$ cat src/hptq_pkg.sv
// hptq_pkg: shared types, widths and codes of the hand position tracking qualifier
// no dependencies; used by hptq_front, hptq_back and the top module
package hptq_pkg;

  localparam int RING_DEPTH_DEF = 15;

  localparam int POS_W      = 16;
  localparam int ENTRY_W    = 17;
  localparam int HANDS_W    = 4;
  localparam int OFF_W      = 4;
  localparam int FAIL_W     = 8;
  localparam int FRZ_W      = 16;
  localparam int STATE_W    = 2;
  localparam int CFG_IDX_W  = 1;
  localparam int CFG_DATA_W = 16;

  localparam logic KIND_FRAME = 1'b0;
  localparam logic KIND_READ  = 1'b1;

  localparam logic [CFG_IDX_W-1:0] CFG_FAIL_LIMIT    = 1'b0;
  localparam logic [CFG_IDX_W-1:0] CFG_FREEZE_FRAMES = 1'b1;

  localparam logic [FAIL_W-1:0] FAIL_LIMIT_RST    = 8'd4;
  localparam logic [FRZ_W-1:0]  FREEZE_FRAMES_RST = 16'd120;

  typedef enum logic [STATE_W-1:0] {
    MODE_UNAVAILABLE = 2'd0,
    MODE_BOOTING     = 2'd1,
    MODE_TRACKING    = 2'd2,
    MODE_FREEZING    = 2'd3
  } mode_t;

  typedef enum logic [2:0] {
    B_IDLE,
    B_EXEC,
    B_SUM,
    B_SUMEND,
    B_DIVGO,
    B_DIV,
    B_RD,
    B_OUT
  } bstate_t;

  // one queued word, already classified by the front
  typedef struct packed {
    logic                    is_read;
    logic                    store;
    logic                    no_hands;
    logic                    multi;
    logic signed [POS_W-1:0] pos_x;
    logic signed [POS_W-1:0] pos_y;
    logic signed [POS_W-1:0] pos_z;
    logic [OFF_W-1:0]        read_offset;
  } item_t;

endpackage

$ cat src/hptq_ram.sv
// hptq_ram: generic single write port, single read port ram with registered read
// no dependencies
module hptq_ram #(
  parameter int WIDTH = 51,
  parameter int DEPTH = 15
) (
  input  logic                                   clk,
  input  logic                                   we,
  input  logic [(DEPTH > 1 ? $clog2(DEPTH) : 1)-1:0] waddr,
  input  logic [WIDTH-1:0]                       wdata,
  input  logic                                   re,
  input  logic [(DEPTH > 1 ? $clog2(DEPTH) : 1)-1:0] raddr,
  output logic [WIDTH-1:0]                       rdata
);

  logic [WIDTH-1:0] mem_r [DEPTH];
  logic [WIDTH-1:0] rdata_r;

  always_ff @(posedge clk) begin
    if (we) begin
      mem_r[waddr] <= wdata;
    end
    if (re) begin
      rdata_r <= mem_r[raddr];
    end
  end

  assign rdata = rdata_r;

endmodule

$ cat src/hptq_cdiv.sv
// hptq_cdiv: signed division by a constant, truncating toward zero, by reciprocal multiplication
// start is registered into stage_r and then done_r; depends on nothing but its parameters
module hptq_cdiv #(
  parameter int W       = 21,
  parameter int DIVISOR = 15
) (
  input  logic                clk,
  input  logic                rst_n,
  input  logic                start_i,
  input  logic signed [W-1:0] num_i,
  output logic                done_o,
  output logic signed [W-1:0] quot_o
);

  // |n| * RECIP >> SH equals |n| / DIVISOR for every |n| below 2**W
  localparam int     LG    = (DIVISOR > 1) ? $clog2(DIVISOR) : 0;
  localparam int     SH    = W + LG;
  localparam int     MW    = W + 2;
  localparam int     PRW   = W + SH;
  localparam longint RECIP = ((longint'(1) << SH) + longint'(DIVISOR) - longint'(1)) /
                             longint'(DIVISOR);
  localparam logic [MW-1:0] RECIP_C = MW'(RECIP);

  logic           stage_r, done_r;
  logic           neg_r;
  logic [W-1:0]   mag_r;
  logic [PRW-1:0] prod_r;
  logic [W-1:0]   num_mag;

  assign num_mag = num_i[W-1] ? -num_i : num_i;

  always_ff @(posedge clk) begin
    if (!rst_n) begin
      stage_r <= 1'b0;
      done_r  <= 1'b0;
    end else begin
      stage_r <= start_i;
      done_r  <= stage_r;
    end
  end

  always_ff @(posedge clk) begin
    if (start_i) begin
      neg_r <= num_i[W-1];
      mag_r <= num_mag;
    end
    if (stage_r) begin
      prod_r <= PRW'(mag_r) * PRW'(RECIP_C);
    end
  end

  assign done_o = done_r;
  assign quot_o = neg_r ? -$signed(prod_r[PRW-1:SH]) : $signed(prod_r[PRW-1:SH]);

endmodule

$ cat src/hptq_front.sv
// hptq_front: input acceptance, item classification and a two word queue
// depends on hptq_pkg
module hptq_front (
  input  logic                          clk,
  input  logic                          rst_n,
  input  logic                          in_valid,
  output logic                          in_ready,
  input  logic                          in_kind,
  input  logic [hptq_pkg::HANDS_W-1:0]  in_hand_count,
  input  logic                          in_tracked_match,
  input  logic signed [hptq_pkg::POS_W-1:0] in_pos_x,
  input  logic signed [hptq_pkg::POS_W-1:0] in_pos_y,
  input  logic signed [hptq_pkg::POS_W-1:0] in_pos_z,
  input  logic [hptq_pkg::OFF_W-1:0]    in_read_offset,
  output logic                          q_valid,
  output hptq_pkg::item_t               q_item,
  input  logic                          q_pop
);

  localparam int QD = 2;

  hptq_pkg::item_t q_mem_r [QD];
  logic            wr_ptr_r, rd_ptr_r;
  logic [1:0]      cnt_r;
  logic            push;
  hptq_pkg::item_t item_in;

  always_comb begin
    item_in.is_read     = (in_kind == hptq_pkg::KIND_READ);
    item_in.no_hands    = (in_hand_count == '0);
    item_in.multi       = (in_hand_count > hptq_pkg::HANDS_W'(1));
    // a match only counts when some hand is seen
    item_in.store       = in_tracked_match && (in_hand_count != '0);
    item_in.pos_x       = in_pos_x;
    item_in.pos_y       = in_pos_y;
    item_in.pos_z       = in_pos_z;
    item_in.read_offset = in_read_offset;
  end

  assign in_ready = (cnt_r != 2'(QD));
  assign push     = in_valid && in_ready;
  assign q_valid  = (cnt_r != '0);
  assign q_item   = q_mem_r[rd_ptr_r];

  always_ff @(posedge clk) begin
    if (!rst_n) begin
      wr_ptr_r <= 1'b0;
      rd_ptr_r <= 1'b0;
      cnt_r    <= '0;
    end else begin
      if (push) begin
        wr_ptr_r <= ~wr_ptr_r;
      end
      if (q_pop) begin
        rd_ptr_r <= ~rd_ptr_r;
      end
      case ({push, q_pop})
        2'b10:   cnt_r <= cnt_r + 1'b1;
        2'b01:   cnt_r <= cnt_r - 1'b1;
        default: cnt_r <= cnt_r;
      endcase
    end
  end

  always_ff @(posedge clk) begin
    if (push) begin
      q_mem_r[wr_ptr_r] <= item_in;
    end
  end

endmodule

$ cat src/hptq_back.sv
// hptq_back: qualifier state machine, position ring, centering and result register
// depends on hptq_pkg, hptq_ram and hptq_cdiv
module hptq_back #(
  parameter int RING_DEPTH = hptq_pkg::RING_DEPTH_DEF
) (
  input  logic                              clk,
  input  logic                              rst_n,
  input  logic                              cfg_we,
  input  logic [hptq_pkg::CFG_IDX_W-1:0]    cfg_index,
  input  logic [hptq_pkg::CFG_DATA_W-1:0]   cfg_wdata,
  input  logic                              q_valid,
  input  hptq_pkg::item_t                   q_item,
  output logic                              q_pop,
  output logic                              out_valid,
  input  logic                              out_ready,
  output logic [hptq_pkg::STATE_W-1:0]      out_tracker_state,
  output logic signed [hptq_pkg::ENTRY_W-1:0] out_x,
  output logic signed [hptq_pkg::ENTRY_W-1:0] out_y,
  output logic signed [hptq_pkg::ENTRY_W-1:0] out_z
);

  localparam int EW    = hptq_pkg::ENTRY_W;
  localparam int PW    = hptq_pkg::POS_W;
  localparam int IDX_W = (RING_DEPTH > 1) ? $clog2(RING_DEPTH) : 1;
  localparam int BC_W  = $clog2(RING_DEPTH + 1);
  localparam int SUM_W = EW + $clog2(RING_DEPTH);
  localparam int RAM_W = 3 * EW;
  localparam int OFF_N = 1 << hptq_pkg::OFF_W;

  localparam logic [IDX_W-1:0] LAST_IDX = IDX_W'(RING_DEPTH - 1);
  localparam logic [IDX_W:0]   DEPTH_C  = (IDX_W + 1)'(RING_DEPTH);
  localparam logic [BC_W-1:0]  BC_FULL  = BC_W'(RING_DEPTH);
  localparam logic signed [SUM_W-1:0] SAT_HI = SUM_W'(32767);
  localparam logic signed [SUM_W-1:0] SAT_LO = SUM_W'(-32768);

  hptq_pkg::bstate_t state_r, state_nxt;
  hptq_pkg::mode_t   mode_r, mode_nxt;
  logic [IDX_W-1:0]  wi_r, wi_nxt;
  logic [BC_W-1:0]   boot_r, boot_nxt;
  logic [hptq_pkg::FAIL_W-1:0] fail_r, fail_nxt;
  logic [hptq_pkg::FRZ_W-1:0]  frz_r, frz_nxt;
  logic signed [PW-1:0]        ctr_r [3];
  logic signed [PW-1:0]        ctr_nxt [3];
  hptq_pkg::item_t   item_r;
  logic [IDX_W-1:0]  addr_r, addr_nxt;
  logic [IDX_W-1:0]  sidx_r, sidx_nxt;
  logic              pend_r, pend_nxt;
  logic signed [SUM_W-1:0] sum_r [3];
  logic signed [SUM_W-1:0] sum_nxt [3];
  logic [RING_DEPTH-1:0]   valid_r, valid_nxt;
  logic              rvld_r;
  logic [hptq_pkg::FAIL_W-1:0] fail_limit_r;
  logic [hptq_pkg::FRZ_W-1:0]  freeze_frames_r;

  logic                     out_valid_r;
  logic [hptq_pkg::STATE_W-1:0] out_state_r;
  logic signed [EW-1:0]     out_e_r [3];
  logic                     out_load;

  logic                 ram_we, ram_re;
  logic [IDX_W-1:0]     ram_raddr;
  logic [RAM_W-1:0]     ram_wdata, ram_rdata;
  logic                 div_start;
  logic [2:0]           div_done;
  logic signed [SUM_W-1:0] quot [3];

  logic signed [PW-1:0] pos [3];
  logic signed [PW-1:0] ctr_eff [3];
  logic signed [EW-1:0] st_e [3];
  logic signed [EW-1:0] ent [3];
  logic [IDX_W-1:0]     off_mod [OFF_N];
  logic [IDX_W-1:0]     wi_inc;

  // read offsets folded into the ring at elaboration
  for (genvar g = 0; g < OFF_N; g++) begin : g_off
    assign off_mod[g] = IDX_W'(g % RING_DEPTH);
  end

  assign pos[0] = item_r.pos_x;
  assign pos[1] = item_r.pos_y;
  assign pos[2] = item_r.pos_z;

  for (genvar a = 0; a < 3; a++) begin : g_axis
    // booting from unavailable clears the center before the store
    assign ctr_eff[a] = (mode_r == hptq_pkg::MODE_UNAVAILABLE) ? '0 : ctr_r[a];
    assign st_e[a]    = {pos[a][PW-1], pos[a]} - {ctr_eff[a][PW-1], ctr_eff[a]};
    assign ram_wdata[a*EW +: EW] = st_e[a];
    assign ent[a]     = rvld_r ? $signed(ram_rdata[a*EW +: EW]) : '0;

    hptq_cdiv #(
      .W       (SUM_W),
      .DIVISOR (RING_DEPTH)
    ) u_div (
      .clk     (clk),
      .rst_n   (rst_n),
      .start_i (div_start),
      .num_i   (sum_r[a]),
      .done_o  (div_done[a]),
      .quot_o  (quot[a])
    );
  end

  assign wi_inc = (wi_r == LAST_IDX) ? '0 : wi_r + 1'b1;

  hptq_ram #(
    .WIDTH (RAM_W),
    .DEPTH (RING_DEPTH)
  ) u_ring (
    .clk   (clk),
    .we    (ram_we),
    .waddr (wi_r),
    .wdata (ram_wdata),
    .re    (ram_re),
    .raddr (ram_raddr),
    .rdata (ram_rdata)
  );

  always_comb begin
    logic [IDX_W:0]  rsum;
    logic [IDX_W:0]  rdif;
    logic [BC_W-1:0] bc;
    hptq_pkg::mode_t m;
    logic            do_ctr;

    state_nxt = state_r;
    mode_nxt  = mode_r;
    wi_nxt    = wi_r;
    boot_nxt  = boot_r;
    fail_nxt  = fail_r;
    frz_nxt   = frz_r;
    addr_nxt  = addr_r;
    sidx_nxt  = sidx_r;
    pend_nxt  = pend_r;
    valid_nxt = valid_r;
    for (int a = 0; a < 3; a++) begin
      ctr_nxt[a] = ctr_r[a];
      sum_nxt[a] = sum_r[a];
    end
    ram_we    = 1'b0;
    ram_re    = 1'b0;
    ram_raddr = addr_r;
    q_pop     = 1'b0;
    div_start = 1'b0;
    out_load  = 1'b0;
    rsum      = '0;
    rdif      = '0;
    bc        = boot_r;
    m         = mode_r;
    do_ctr    = 1'b0;

    unique case (state_r)
      hptq_pkg::B_IDLE: begin
        if (q_valid) begin
          q_pop     = 1'b1;
          state_nxt = hptq_pkg::B_EXEC;
        end
      end
      hptq_pkg::B_EXEC: begin
        if (item_r.is_read) begin
          rsum      = {1'b0, wi_r} + {1'b0, off_mod[item_r.read_offset]};
          rdif      = rsum - DEPTH_C;
          addr_nxt  = (rsum >= DEPTH_C) ? rdif[IDX_W-1:0] : rsum[IDX_W-1:0];
          state_nxt = hptq_pkg::B_RD;
        end else begin
          if (mode_r == hptq_pkg::MODE_FREEZING) begin
            // frame discarded, only the freeze countdown moves; at zero the mode returns to unavailable
            frz_nxt = (frz_r != '0) ? frz_r - 1'b1 : '0;
            if (frz_nxt == '0) begin
              mode_nxt = hptq_pkg::MODE_UNAVAILABLE;
              fail_nxt = '0;
            end
          end else begin
            if (item_r.store) begin
              if (m == hptq_pkg::MODE_UNAVAILABLE) begin
                m        = hptq_pkg::MODE_BOOTING;
                bc       = '0;
                fail_nxt = '0;
                for (int a = 0; a < 3; a++) begin
                  ctr_nxt[a] = '0;
                end
              end
              ram_we          = 1'b1;
              valid_nxt[wi_r] = 1'b1;
              wi_nxt          = wi_inc;
              if (bc < BC_FULL) begin
                bc = bc + 1'b1;
              end
              if (m == hptq_pkg::MODE_BOOTING && bc == BC_FULL) begin
                m      = hptq_pkg::MODE_TRACKING;
                do_ctr = 1'b1;
              end
            end
            if (item_r.no_hands) begin
              if (fail_r >= fail_limit_r) begin
                m        = hptq_pkg::MODE_UNAVAILABLE;
                fail_nxt = '0;
              end else begin
                fail_nxt = fail_r + 1'b1;
              end
            end else if (item_r.multi) begin
              if (freeze_frames_r == '0) begin
                m        = hptq_pkg::MODE_UNAVAILABLE;
                fail_nxt = '0;
              end else begin
                m       = hptq_pkg::MODE_FREEZING;
                frz_nxt = freeze_frames_r;
              end
            end
            mode_nxt = m;
            boot_nxt = bc;
          end
          // frames report the entry just before the write index
          addr_nxt = (wi_nxt == '0) ? LAST_IDX : wi_nxt - 1'b1;
          sidx_nxt = '0;
          pend_nxt = 1'b0;
          for (int a = 0; a < 3; a++) begin
            sum_nxt[a] = '0;
          end
          state_nxt = do_ctr ? hptq_pkg::B_SUM : hptq_pkg::B_RD;
        end
      end
      hptq_pkg::B_SUM: begin
        ram_re    = 1'b1;
        ram_raddr = sidx_r;
        if (pend_r) begin
          for (int a = 0; a < 3; a++) begin
            sum_nxt[a] = sum_r[a] + SUM_W'(ent[a]);
          end
        end
        pend_nxt = 1'b1;
        sidx_nxt = sidx_r + 1'b1;
        if (sidx_r == LAST_IDX) begin
          state_nxt = hptq_pkg::B_SUMEND;
        end
      end
      hptq_pkg::B_SUMEND: begin
        for (int a = 0; a < 3; a++) begin
          sum_nxt[a] = sum_r[a] + SUM_W'(ent[a]);
        end
        state_nxt = hptq_pkg::B_DIVGO;
      end
      hptq_pkg::B_DIVGO: begin
        div_start = 1'b1;
        state_nxt = hptq_pkg::B_DIV;
      end
      hptq_pkg::B_DIV: begin
        if (&div_done) begin
          for (int a = 0; a < 3; a++) begin
            if (quot[a] > SAT_HI) begin
              ctr_nxt[a] = SAT_HI[PW-1:0];
            end else if (quot[a] < SAT_LO) begin
              ctr_nxt[a] = SAT_LO[PW-1:0];
            end else begin
              ctr_nxt[a] = quot[a][PW-1:0];
            end
          end
          state_nxt = hptq_pkg::B_RD;
        end
      end
      hptq_pkg::B_RD: begin
        ram_re    = 1'b1;
        state_nxt = hptq_pkg::B_OUT;
      end
      hptq_pkg::B_OUT: begin
        if (!out_valid_r || out_ready) begin
          out_load  = 1'b1;
          state_nxt = hptq_pkg::B_IDLE;
        end
      end
      default: state_nxt = hptq_pkg::B_IDLE;
    endcase
  end

  always_ff @(posedge clk) begin
    if (!rst_n) begin
      state_r         <= hptq_pkg::B_IDLE;
      mode_r          <= hptq_pkg::MODE_UNAVAILABLE;
      wi_r            <= '0;
      boot_r          <= '0;
      fail_r          <= '0;
      frz_r           <= '0;
      valid_r         <= '0;
      out_valid_r     <= 1'b0;
      pend_r          <= 1'b0;
      sidx_r          <= '0;
      fail_limit_r    <= hptq_pkg::FAIL_LIMIT_RST;
      freeze_frames_r <= hptq_pkg::FREEZE_FRAMES_RST;
      for (int a = 0; a < 3; a++) begin
        ctr_r[a] <= '0;
      end
    end else begin
      state_r <= state_nxt;
      mode_r  <= mode_nxt;
      wi_r    <= wi_nxt;
      boot_r  <= boot_nxt;
      fail_r  <= fail_nxt;
      frz_r   <= frz_nxt;
      valid_r <= valid_nxt;
      pend_r  <= pend_nxt;
      sidx_r  <= sidx_nxt;
      for (int a = 0; a < 3; a++) begin
        ctr_r[a] <= ctr_nxt[a];
      end
      if (out_load) begin
        out_valid_r <= 1'b1;
      end else if (out_ready) begin
        out_valid_r <= 1'b0;
      end
      if (cfg_we) begin
        unique case (cfg_index)
          hptq_pkg::CFG_FAIL_LIMIT:    fail_limit_r    <= cfg_wdata[hptq_pkg::FAIL_W-1:0];
          hptq_pkg::CFG_FREEZE_FRAMES: freeze_frames_r <= cfg_wdata[hptq_pkg::FRZ_W-1:0];
          default: ;
        endcase
      end
    end
  end

  always_ff @(posedge clk) begin
    if (q_pop) begin
      item_r <= q_item;
    end
    addr_r <= addr_nxt;
    for (int a = 0; a < 3; a++) begin
      sum_r[a] <= sum_nxt[a];
    end
    // entries never written read as zero
    if (ram_re) begin
      rvld_r <= valid_r[ram_raddr];
    end
    if (out_load) begin
      out_state_r <= mode_r;
      for (int a = 0; a < 3; a++) begin
        out_e_r[a] <= ent[a];
      end
    end
  end

  assign out_valid         = out_valid_r;
  assign out_tracker_state = out_state_r;
  assign out_x             = out_e_r[0];
  assign out_y             = out_e_r[1];
  assign out_z             = out_e_r[2];

endmodule

$ cat src/hand_position_tracking_qualifier_top.sv
// a read or a frame is popped in the idle state, then passes the exec, ring read and result
// states of the back; a frame that ends booting also walks the ring in the sum states and
// runs the reciprocal divide before the ring read
// the back takes no new word until the last one's result is loaded into the output register
// reset: synchronous active low; clears state, counters, center and ring valid bits,
// and loads the register defaults; ring contents are not swept
module hand_position_tracking_qualifier_top #(
  parameter int RING_DEPTH = hptq_pkg::RING_DEPTH_DEF
) (
  input  logic                                clk,
  input  logic                                rst_n,
  input  logic                                cfg_we,
  input  logic [hptq_pkg::CFG_IDX_W-1:0]      cfg_index,
  input  logic [hptq_pkg::CFG_DATA_W-1:0]     cfg_wdata,
  input  logic                                in_valid,
  output logic                                in_ready,
  input  logic                                in_kind,
  input  logic [hptq_pkg::HANDS_W-1:0]        in_hand_count,
  input  logic                                in_tracked_match,
  input  logic signed [hptq_pkg::POS_W-1:0]   in_pos_x,
  input  logic signed [hptq_pkg::POS_W-1:0]   in_pos_y,
  input  logic signed [hptq_pkg::POS_W-1:0]   in_pos_z,
  input  logic [hptq_pkg::OFF_W-1:0]          in_read_offset,
  output logic                                out_valid,
  input  logic                                out_ready,
  output logic [hptq_pkg::STATE_W-1:0]        out_tracker_state,
  output logic signed [hptq_pkg::ENTRY_W-1:0] out_x,
  output logic signed [hptq_pkg::ENTRY_W-1:0] out_y,
  output logic signed [hptq_pkg::ENTRY_W-1:0] out_z
);

  logic            q_valid;
  logic            q_pop;
  hptq_pkg::item_t q_item;

  hptq_front u_front (
    .clk              (clk),
    .rst_n            (rst_n),
    .in_valid         (in_valid),
    .in_ready         (in_ready),
    .in_kind          (in_kind),
    .in_hand_count    (in_hand_count),
    .in_tracked_match (in_tracked_match),
    .in_pos_x         (in_pos_x),
    .in_pos_y         (in_pos_y),
    .in_pos_z         (in_pos_z),
    .in_read_offset   (in_read_offset),
    .q_valid          (q_valid),
    .q_item           (q_item),
    .q_pop            (q_pop)
  );

  hptq_back #(
    .RING_DEPTH (RING_DEPTH)
  ) u_back (
    .clk               (clk),
    .rst_n             (rst_n),
    .cfg_we            (cfg_we),
    .cfg_index         (cfg_index),
    .cfg_wdata         (cfg_wdata),
    .q_valid           (q_valid),
    .q_item            (q_item),
    .q_pop             (q_pop),
    .out_valid         (out_valid),
    .out_ready         (out_ready),
    .out_tracker_state (out_tracker_state),
    .out_x             (out_x),
    .out_y             (out_y),
    .out_z             (out_z)
  );

  // the back never takes a word from an empty queue
  a_pop_nonempty: assert property (@(posedge clk) disable iff (!rst_n)
    q_pop |-> q_valid)
    else $error("queue popped while empty");

  // a full queue must present a word
  a_full_nonempty: assert property (@(posedge clk) disable iff (!rst_n)
    !in_ready |-> q_valid)
    else $error("queue full but not valid");

  // the back never pops two words in a row
  a_pop_spacing: assert property (@(posedge clk) disable iff (!rst_n)
    q_pop |=> !q_pop)
    else $error("back popped two words in a row");

endmodule
$ cat config.mk
export PLATFORM = sky130hd
export DESIGN_NAME = hand_position_tracking_qualifier_top
export DESIGN_NICKNAME = d
export VERILOG_FILES = /design/src/hptq_pkg.sv /design/src/hptq_ram.sv /design/src/hptq_cdiv.sv /design/src/hptq_front.sv /design/src/hptq_back.sv /design/src/hand_position_tracking_qualifier_top.sv
export SDC_FILE = /design/constraint.sdc
export NUM_CORES = 2
export LEC_CHECK = 0
export ABC_AREA = 1
export ABC_CLOCK_PERIOD_IN_PS = 6560
export BUFFER_PORTS_ARGS = -buffer_cell sky130_fd_sc_hd__buf_2
export CORE_MARGIN = 4
export CORE_UTILIZATION = 57
export DETAILED_ROUTE_END_ITERATION = 8
export PLACE_DENSITY = 0.73
export SYNTH_ARGS = -nofsm -noshare
export SYNTH_HDL_FRONTEND = slang
export SYNTH_SLANG_ARGS = --single-unit
$ cat constraint.sdc
create_clock -name clk -period 6.56 [get_ports clk]
set_input_delay 0.328 -clock clk [delete_from_list [all_inputs] [get_ports clk]]
set_output_delay 0.328 -clock clk [all_outputs]
set_load 0.01 [all_outputs]
==> flow_summary.toml <==
[timing]
transition_time_at_the_pin_with_the_least_slew_margin_ns = 1.33
report.final.hold_viol_count = 0
achievable-frequency_ghz = 0.184
slew-limit-headroom_pct = 10.8
post-route-period-util_pct = 82.7
report.final.setup_viol = 0
period_needed_ns = 5.43
fin_skew_ns = 0.0534
grt_setup_unrepaired = "false"
drv_slew = 0
finalSetupTns_ns = 0

[clocking]
clock_tree_from_tritoncts = "done"
cts_setup_buffers = 0
cts_hold_buffers = 80
clock_sinks = 1361
clk_latency_worst_skew_pair_ns = 0.80
ctsResizeCount = 0
maximum_count_of_clock_buffers_along_a_single_path = 3
worst_setup_hold_path_clk_slew_ns = 0.06
clock-root-buffer = "sky130_fd_sc_hd__clkbuf_16"
cts_max_level = 4
cts-buffers-inserted = 145

[logic_synthesis]
syn-mean-instance-area_sq_um = 10.2
netlist-cell-type-count = 64
yosys_warnings = 0
synth_enable_flop_cells = 1225
netlist.top_cell.by_area = "sky130_fd_sc_hd__edfxtp_1"
cell_types_occupying_the_most_area_after_synthesis = "sky130_fd_sc_hd__edfxtp_1, sky130_fd_sc_hd__ha_1, sky130_fd_sc_hd__nand2_1"
area_of_the_mapped_netlist_sq_um = 75700
top_count_cell_post_synth = "sky130_fd_sc_hd__edfxtp_1"
synthDominantCellAreaShare_pct = 48.6
yosysSeqAreaShare_pct = 52.2
yosys_most_used_dff = "sky130_fd_sc_hd__edfxtp_1"
syn-num-nets = 8312
synth_async_sr_flop_share_pct = 0
number_of_flip_flops_and_latches_in_the_synthesized_netlist = 1361
synth_common_cells = "sky130_fd_sc_hd__edfxtp_1, sky130_fd_sc_hd__nand2_1, sky130_fd_sc_hd__nor2_1"
synth_cells = 7389

[floorplan]
floorplan.rows = 133
floorplan.die.width_um = 372
design.die.area_sq_um = 139000
coreArea_sq_um = 132000
initial_standard_cell_utilization_of_the_core_pct = 57.5
die_height_um = 372
ioPinCount = 135

[global_route]
number_of_global_route_vias_before_repair = 53400
grtUsageTotal_pct = 28.4
grt_start_max_net_pins = 195
global_route_wire_length_before_repair_mm = 304
antenna_violations_before_repair = 2
grt_overflow_total = 0

[placed_design]
dpl-instance-area_sq_um = 78200
gp_congestion = 0.913
dp_cells = 9106
placement.io_buffers = 134
dp_hpwl_mm = 133

[min_path]
hold-path-cell-count = 3
worstHoldPathType = "primary input to flop"

[route]
drt_iter0_markers = 5522
drt-vias-per-instance = 5.84
detail_route.first_pass.iterations = 6
ant_nets = 0
wl_per_cell_um = 21.0
drcViolationCount = 0
num_vias = 55300
totalWireLength_mm = 198

[setup_path]
required_ns = 7.08
regToRegSetupSlack_ns = 1.13
timing.critical_path.to = "u_back.g_axis[1].u_div.prod_r[40]$_DFFE_PP_"
critical_path.reg2reg.startpoint = "u_back.g_axis[1].u_div.mag_r[13]$_DFFE_PP_"
crit_path_start = "u_back.g_axis[1].u_div.mag_r[13]$_DFFE_PP_"
crit_fanout = 6
worst_ep_arrival_time_ns = 5.95
cp-end-kind = "flop"
setup.worst_path.class = "flop to flop"
cp-start-kind = "flop"
r2r_cells = 20
worstReg2RegEnd = "u_back.g_axis[1].u_div.prod_r[40]$_DFFE_PP_"

[final_layout]
final_area_sq_um = 83900
syn_to_final_growth_pct = 10.8
final_cells = 9456
layout.nets = 8501
share_of_post_route_cells_with_drive_strength_above_1_pct = 6.39

[flow_run]
cap_violations = 0

[outcome]
run_status = "complete, no violations"
[worst min-delay path by stage]
stage | start | endpoint | slack, ns
detailed placement | u_back.valid_r[13]$_SDFFE_PN0P_ | u_back.valid_r[13]$_SDFFE_PN0P_ | 0.45
floorplan | in_read_offset[0] | u_front.q_mem_r[0][0]$_DFFE_PP_ | 0.43
finish | rst_n | u_back.freeze_frames_r[6]$_SDFFE_PN1P_ | 0.12
global route | rst_n | u_back.freeze_frames_r[6]$_SDFFE_PN1P_ | 0.1
global placement | u_back.valid_r[5]$_SDFFE_PN0P_ | u_back.valid_r[5]$_SDFFE_PN0P_ | 0.44
CTS | rst_n | u_back.freeze_frames_r[5]$_SDFFE_PN1P_ | 0.02
[critical path: stages (launching register included)]
cell,delay (ns)
sky130_fd_sc_hd__edfxtp_1,0.55
sky130_fd_sc_hd__ha_1,0.30
sky130_fd_sc_hd__fa_1,0.53
sky130_fd_sc_hd__inv_1,0.05
sky130_fd_sc_hd__fa_1,0.55
sky130_fd_sc_hd__inv_1,0.05
sky130_fd_sc_hd__fa_1,0.47
sky130_fd_sc_hd__fa_1,0.48
sky130_fd_sc_hd__ha_1,0.29
sky130_fd_sc_hd__ha_1,0.32
sky130_fd_sc_hd__nand2_1,0.09
sky130_fd_sc_hd__nor2_1,0.28
sky130_fd_sc_hd__nand2_1,0.11
sky130_fd_sc_hd__nor4_1,0.42
sky130_fd_sc_hd__nand3_1,0.15
sky130_fd_sc_hd__nand3_1,0.18
sky130_fd_sc_hd__nand2_1,0.07
sky130_fd_sc_hd__nand2_1,0.09
sky130_fd_sc_hd__nand2_1,0.06
sky130_fd_sc_hd__nand2_1,0.07
sky130_fd_sc_hd__xor2_1,0.06
[kinds of logic (layout without fill, tap and decap cells)]
group | count (synthesis) | after routing | share of synthesized area (%)
and+or+nand+nor | 2341 | 2341 | 12.5
AOI/OAI and AO/OA | 1538 | 1538 | 11.5
DFF | 1361 | 1361 | 52.2
buffers and inverters | 1112 | 1423 | 5.75
adders and majority gates | 843 | 843 | 15.8
xor gates and xnor gates | 193 | 193 | 2.23
muxes | 1 | 1 | 0.0132
other | 0 | 1 | 0
[state kept, by name (all words and copies together), names as in the netlist, 8 cells and up]
register / count
u_back.sum_r: 63
u_back.fail_r: 8
u_back.u_ring.rdata: 51
u_back.freeze_frames_r: 16
u_back.g_axis.u_div.prod_r: 54
u_back.ctr_r: 48
u_back.item_r: 56
u_back.u_ring.mem_r: 765
u_back.g_axis.u_div.mag_r: 63
u_back.frz_r: 16
u_back.out_e_r: 51
u_back.fail_limit_r: 8
u_back.valid_r: 15
u_front.q_mem_r: 112
[cell usage in the layout (no fill, tap or decap), types with 148 or more instances in the layout]
| cell | count |
|---|---|
| sky130_fd_sc_hd__nand2_1 | 1127 |
| sky130_fd_sc_hd__fa_1 | 190 |
| sky130_fd_sc_hd__a21oi_1 | 365 |
| sky130_fd_sc_hd__inv_1 | 857 |
| sky130_fd_sc_hd__clkbuf_16 | 150 |
| sky130_fd_sc_hd__edfxtp_1 | 1225 |
| sky130_fd_sc_hd__nor2_1 | 859 |
| sky130_fd_sc_hd__o21ai_0 | 642 |
| sky130_fd_sc_hd__nand3_1 | 148 |
| sky130_fd_sc_hd__ha_1 | 653 |
[area by class of cell]
class                           instances  area [sq um]
Clock buffer                          189          3970
Clock inverter                         80           873
Tap cell                             1755          2200
Multi-Input combinational cell       4916         32000
Sequential cell                      1361         39500
Antenna cell                            1          2.50
Fill cell                           10200         47700
Timing Repair Buffer                  283          2030
Inverter                              871          3290
[stage by stage]
step	hold WS [ns]	setup WS, ns	utilization (%)
finish	0.118	1.13	63.7
global route	0.0968	0.824	63.7
CTS	0.0179	1.13	63.7
detailed placement	0.453	1.17	59.4
global placement	0.444	1.16	59.4
floorplan	0.427	0.863	-
[routing by layer]
layer	vias to the layer above	GRT usage [%]	routed length (um)
met5	-	0	14
met4	2	8.67	5670
met3	349	4.48	15300
met2	2208	47.6	95700
met1	26700	38.4	81900
li1	26000	-	-
Power is left out: the tool's default activity adds up to more than one toggle a clock period on the data nets, which glitch-free logic cannot reach.
